$ cat config.mk
export PLATFORM = sky130hd
export DESIGN_NAME = ctbf_queue
export DESIGN_NICKNAME = d
export VERILOG_FILES = /design/src/rtl/core/ctbf_pkg.sv /design/src/rtl/core/ctbf_queue.sv
export SDC_FILE = /design/constraint.sdc
export NUM_CORES = 1
export LEC_CHECK = 0
export BUFFER_PORTS_ARGS = -buffer_cell sky130_fd_sc_hd__buf_2
export CORE_ASPECT_RATIO = 1.25
export CORE_MARGIN = 2
export CORE_UTILIZATION = 29
export CTS_BUF_LIST = sky130_fd_sc_hd__clkbuf_8
export CTS_CLUSTER_SIZE = 16
export DETAILED_ROUTE_END_ITERATION = 12
export PLACE_DENSITY = 0.53
export RECOVER_POWER = 100
export SKIP_CTS_REPAIR_TIMING = 1
export SYNTH_ARGS = -nofsm -noshare
export SYNTH_HDL_FRONTEND = slang
export SYNTH_SLANG_ARGS = --single-unit
$ cat constraint.sdc
create_clock -name clk -period 10.6 [get_ports clk]
set_clock_uncertainty 0.1 [all_clocks]
set_input_delay 0.53 -clock clk [delete_from_list [all_inputs] [get_ports clk]]
set_output_delay 0.53 -clock clk [all_outputs]
set_load 0.05 [all_outputs]
$ cat src/rtl/core/ctbf_pkg.sv
// cross-template box filter: shared sizes, register codes and transaction types
// no dependencies
package ctbf_pkg;

  localparam int MAX_LINE_WIDTH   = 1024;
  localparam int MAX_WINDOW       = 32;
  localparam int MAX_FRAME_HEIGHT = 4096;
  localparam int PIXEL_BITS       = 16;

  localparam int COL_W   = $clog2(MAX_LINE_WIDTH);
  localparam int ROW_W   = $clog2(MAX_FRAME_HEIGHT);
  localparam int SLOT_W  = $clog2(MAX_WINDOW);
  localparam int CSUM_W  = PIXEL_BITS + SLOT_W;
  localparam int WSUM_W  = CSUM_W + SLOT_W;
  localparam int SCORE_W = 29;

  // raw register widths
  localparam int FW_W = 11;
  localparam int FH_W = 13;
  localparam int WS_W = 6;
  localparam int CS_W = 6;
  localparam int CFG_IDX_W  = 2;
  localparam int CFG_DATA_W = 13;

  // adder tree grouping
  localparam int GRP  = 8;
  localparam int NGRP = (MAX_WINDOW + GRP - 1) / GRP;

  // queue sizing
  localparam int QDEPTH = 4;
  localparam int QPTR_W = $clog2(QDEPTH);
  localparam int QCNT_W = $clog2(QDEPTH + 1);

  typedef enum logic [CFG_IDX_W-1:0] {
    REG_FRAME_WIDTH,
    REG_FRAME_HEIGHT,
    REG_WINDOW_SIZE,
    REG_CORNER_SIZE
  } cfg_reg_t;

  // clamped settings
  typedef struct packed {
    logic [COL_W:0] w;
    logic [ROW_W:0] h;
    logic [WS_W-1:0] ws;
    logic [WS_W-1:0] cs;
  } cfg_t;

  typedef struct packed {
    logic [COL_W-1:0] col;
    logic [COL_W-1:0] wcol;
    logic [ROW_W-1:0] wrow;
    logic             valid;
    logic             eof;
  } pos_t;

  typedef struct packed {
    logic [CSUM_W-1:0] full;
    logic [CSUM_W-1:0] top;
    logic [CSUM_W-1:0] bot;
    pos_t              pos;
  } col_item_t;

  typedef struct packed {
    logic [SCORE_W-1:0] score;
    logic [COL_W-1:0]   wcol;
    logic [ROW_W-1:0]   wrow;
    logic               valid;
    logic               eof;
  } res_item_t;

endpackage

$ cat src/rtl/core/ctbf_queue.sv
// short queue of column-sum transactions between front and back
// depends on ctbf_pkg
module ctbf_queue (
  input  logic                       clk,
  input  logic                       rst,
  input  logic                       push,
  input  ctbf_pkg::col_item_t        push_item,
  input  logic                       pop,
  output ctbf_pkg::col_item_t        head,
  output logic [ctbf_pkg::QCNT_W-1:0] count
);

  ctbf_pkg::col_item_t             buf_q [ctbf_pkg::QDEPTH];
  logic [ctbf_pkg::QPTR_W-1:0]     wp;
  logic [ctbf_pkg::QPTR_W-1:0]     rp;

  always_ff @(posedge clk) begin
    if (rst) begin
      wp    <= '0;
      rp    <= '0;
      count <= '0;
    end else begin
      if (push) wp <= wp + 1'b1;
      if (pop) rp <= rp + 1'b1;
      count <= count + ctbf_pkg::QCNT_W'(push) - ctbf_pkg::QCNT_W'(pop);
    end
  end

  always_ff @(posedge clk) begin
    if (push) buf_q[wp] <= push_item;
  end

  assign head = buf_q[rp];

endmodule

==> run summary <==
The cell area that synthesis handed to floorplanning was 14410 um2. The area fraction of the dominant cell type after synthesis is 80.84%, and the standby leakage power is 5.669 nW. For this design the ratio of total power to cell area is 199.5 nW/um2. Starting utilization of the core area: 29.30%.

The final net count is 983, and the share of the clock period used by the worst path after layout is 59.71%. The tool flagged a number of max-cap violations equal to 8. Critical path's slowest cell: sky130_fd_sc_hd__clkbuf_1.

The die is 203.4 um wide. The number of endpoints with negative hold slack in the final report came out at 0. The tools report the iteration-0 DRC count of the detailed router as 301. The placed wire-length estimate is 16.33 mm. Entering global routing, the biggest net connects 57 pins. After synthesis, the cell types taking the most area are sky130_fd_sc_hd__edfxtp_1 (81%), sky130_fd_sc_hd__mux4_2 (15%), sky130_fd_sc_hd__dfxtp_1 (1.3%).

Adding up every negative setup slack in the final design gives 0 ns. For the H-tree depth, the log shows 3. The via count of the first global-routing pass is 7206. The fraction of layout cells with a size suffix above 1 was 25.00%. The data required time of the critical path is 10.62 ns. The later pin in the worst-skew pair is clocked with a latency of 0.59 ns. In this run, the clock network consumes 34.4% of the power. The post-synthesis register bit count is 397, and the length of the first detailed-routing pass in iterations is 4. The fraction of met1 tracks used by global routing is 13.58%.

Measured in cells, the most critical reg-to-reg path has a length of 4. The tree built by TritonCTS fans out to 397 sinks. The mean instance size in the synthesized netlist came out at 26.35 um2. The final route contains 6775 vias.

Global routing finished with a remaining overflow of 0. Port buffering added 200 buffers. Setup repair after global routing left no endpoint under its margin. Gate count after technology mapping: 547.

The clock-pin slew on the worst setup and hold paths was 0.06 ns. STA classifies the critical path endpoint as a register. Among all flip-flop cells after synthesis, the most frequent one is sky130_fd_sc_hd__edfxtp_1. The share of synthesized registers carrying an async set or reset is 0%.

The critical path is of the reg2reg type. Across the VDD grid, the largest voltage drop is 0.1041 mV. The cell sitting at the root of the clock tree is a sky130_fd_sc_hd__clkbuf_8. Counting instances in the post-synthesis netlist gives the leading cell types as sky130_fd_sc_hd__edfxtp_1 (388), sky130_fd_sc_hd__mux4_2 (97), sky130_fd_sc_hd__buf_2 (11). Of all nets on the critical path, the largest fanout is 55. The number of antenna violations at the first check in global routing was 1.

Path class of the lowest-slack min-delay path: in2reg. The tools report the sequential area share after synthesis as 82.09%. The number of cells traversed by the worst hold path works out to 1. Cells fill 36.32% of the core in the end. Dividing the detail-routed via count by the number of cells gives 4.310. The final max-slew violation count was 342; the number of enable flip-flop cells after synthesis was 388. The checks that failed: capacitance limit, slew limit. The run gives 49190 um2 as the core outline area.

The cell accounting for the most synthesized area is sky130_fd_sc_hd__edfxtp_1. Once detail routing completed, the nets flagged for antenna violations numbered 0. The shortest period the worst path allows was 6.329 ns. The most numerous cell in the Yosys netlist was sky130_fd_sc_hd__edfxtp_1. The run finished, with violations left. Clock tree synthesis inserted a total of 66 buffers.

Timing would allow up to 0.1580 GHz. Across the whole layout, storage elements account for 11840 um2. In this run the count of I/O pins placed on the die edge is 201. The die covers 51510 um2.

The worst hold slack came out at 0.08361 ns. Routability-driven placement finished with a final weighted congestion of 0.6633. Counting distinct cell types in the post-synthesis netlist gives 19. For this block, the routed nets add up to 29.60 mm of wire.

The maximum buffer depth of the clock tree is 3. Global routing consumed, on the met3 layer, 3.707% of the routing resources. The first global-routing pass estimated 43.15 mm of wire. The initialized floorplan defines 91 standard-cell rows.

Setup violations remaining at the end of the flow were counted as 0. Cell internal power was estimated by the tool at 2.606 mW. Summed over all nets, the switching power comes to 0.9583 mW. TritonCTS built the clock tree. After global routing, the most crowded layer is met2. The final routed wire length divided by cell count was 18.83 um. The critical path goes through inv_1 -> ha_1 -> and2_0 -> clkbuf_1. Of the total power, the share spent switching nets is 26.89%. The combinational power share was 14.1%; the vertical die dimension was 253.2 um.

The delay of the slowest critical-path stage works out to 2.64 ns. Compared with the post-synthesis result, the final layout area differs by 23.96%. Counting every net in the synthesized netlist gives 655. Yosys printed 0 warnings.

STA classifies the critical path startpoint as a register. Global routing used 18.94% of the available met2 tracks. At the pin with the least slew margin, the transition time is 4.150 ns. Data arrives at the worst endpoint at 6.35 ns. The logs give 11.47% for the global-route usage over all layers and 0 for the post-route DRC violation count. The multi-input combinational cells in the finished layout cover a total of 2410 um2.

The tools report the headroom to the max-slew limit as -176.8%. Sequential cells burn 51.5% of the power. The filler cells instantiated in the layout total 4691.
-- flip-flops by register name (all words and copies together), names as in the netlist, named ones only --
name and cells:
count 3, wp 2, rp 2, buf_q 388
-- cells by family (layout without fill, tap and decap cells) --
logic type | after synthesis | count (layout) | synth area share, %
compound gates | 2 | 2 | 0.1041
other cells | 0 | 1 | 0
fa+ha+maj | 7 | 7 | 0.6598
flops | 397 | 397 | 82.09
simple gates | 12 | 12 | 0.4427
xor+xnor | 3 | 3 | 0.2865
buf+inv | 28 | 401 | 1.189
mux | 98 | 98 | 15.23
-- cells in the final DEF, fill, tap and decap left out --
| master | Yosys | final |
|---|---|---|
| sky130_fd_sc_hd__clkinv_2 | 0 | 9 |
| sky130_fd_sc_hd__nor2_1 | 5 | 5 |
| sky130_fd_sc_hd__mux2i_1 | 1 | 1 |
| sky130_fd_sc_hd__xor3_1 | 1 | 1 |
| sky130_fd_sc_hd__clkinvlp_4 | 0 | 4 |
| sky130_fd_sc_hd__a21oi_1 | 1 | 1 |
| sky130_fd_sc_hd__nor2b_1 | 2 | 2 |
| sky130_fd_sc_hd__clkbuf_8 | 0 | 68 |
| sky130_fd_sc_hd__dlygate4sd3_1 | 0 | 75 |
| sky130_fd_sc_hd__xnor2_1 | 2 | 2 |
| sky130_fd_sc_hd__clkinv_1 | 0 | 8 |
| sky130_fd_sc_hd__ha_1 | 6 | 6 |
| sky130_fd_sc_hd__diode_2 | 0 | 1 |
| sky130_fd_sc_hd__nand3b_1 | 1 | 1 |
| sky130_fd_sc_hd__dfxtp_1 | 9 | 8 |
| sky130_fd_sc_hd__fa_1 | 1 | 1 |
| sky130_fd_sc_hd__inv_1 | 6 | 28 |
| sky130_fd_sc_hd__and2_0 | 0 | 4 |
| sky130_fd_sc_hd__buf_4 | 0 | 4 |
| sky130_fd_sc_hd__edfxtp_1 | 388 | 388 |
| sky130_fd_sc_hd__a21bo_2 | 1 | 1 |
| sky130_fd_sc_hd__bufinv_16 | 0 | 2 |
| sky130_fd_sc_hd__mux4_2 | 97 | 97 |
| sky130_fd_sc_hd__buf_2 | 11 | 44 |
| sky130_fd_sc_hd__dfxtp_4 | 0 | 1 |
| sky130_fd_sc_hd__clkbuf_1 | 6 | 159 |
-- worst max-delay path, delay by kind of cell, from the launching register on --
family	cells	cell delay [ns]
buffers and inverters	2	2.73
and+or+nand+nor	1	2.43
DFF	1	0.34
adders and majority gates	1	0.13
-- layout make-up --
| cell class | instances | share of cell area [%] |
|---|---|---|
| Sequential cell | 397 | 66.24 |
| Inverter | 6 | 0.1261 |
| Clock inverter | 45 | 1.387 |
| Antenna cell | 1 | 0.01401 |
| Multi-Input combinational cell | 122 | 13.49 |
| Clock buffer | 68 | 5.238 |
| Timing Repair Buffer | 282 | 8.943 |
| Tap cell | 651 | 4.559 |
-- metal layers --
| layer | up-vias | wire, um |
|---|---|---|
| met1 | 3518 | 12110 |
| met3 | 47 | 1841 |
| met2 | 196 | 14920 |
| met4 | 0 | 732 |
| li1 | 3014 | - |
| met5 | - | 0 |
-- power by group through the flow --
stage / clock, mW / sequential (mW) / combinational, mW
finish: 1.22 / 1.84 / 0.503
CTS: 1.29 / 1.83 / 0.503
global route: 1.35 / 1.84 / 0.533
global placement: 0 / 1.86 / 0.500
detailed placement: 0 / 1.87 / 0.502
floorplan: 0 / 1.87 / 0.366
-- through the flow --
stage	setup WS (ns)	std cells	cell area (um2)	power (mW)
CTS	6.812	1496	17330	3.624
detailed placement	7.530	1383	16150	2.368
global placement	7.530	1383	16150	2.364
floorplan	7.247	547	14410	2.233
global route	3.379	1572	17870	3.722
finish	4.271	1572	17870	3.564
-- path summary, 6_finish.rpt --
check	start	endpoint	slack, ns
max	wp[0]	buf_q[2][63]	4.27
min	push_item[9]	buf_q[1][9]	0.08
max reg2reg	wp[0]	buf_q[2][63]	4.27
min reg2reg	rp[0]	register	0.43
No activity file was read; power rests on OpenSTA's default activity.
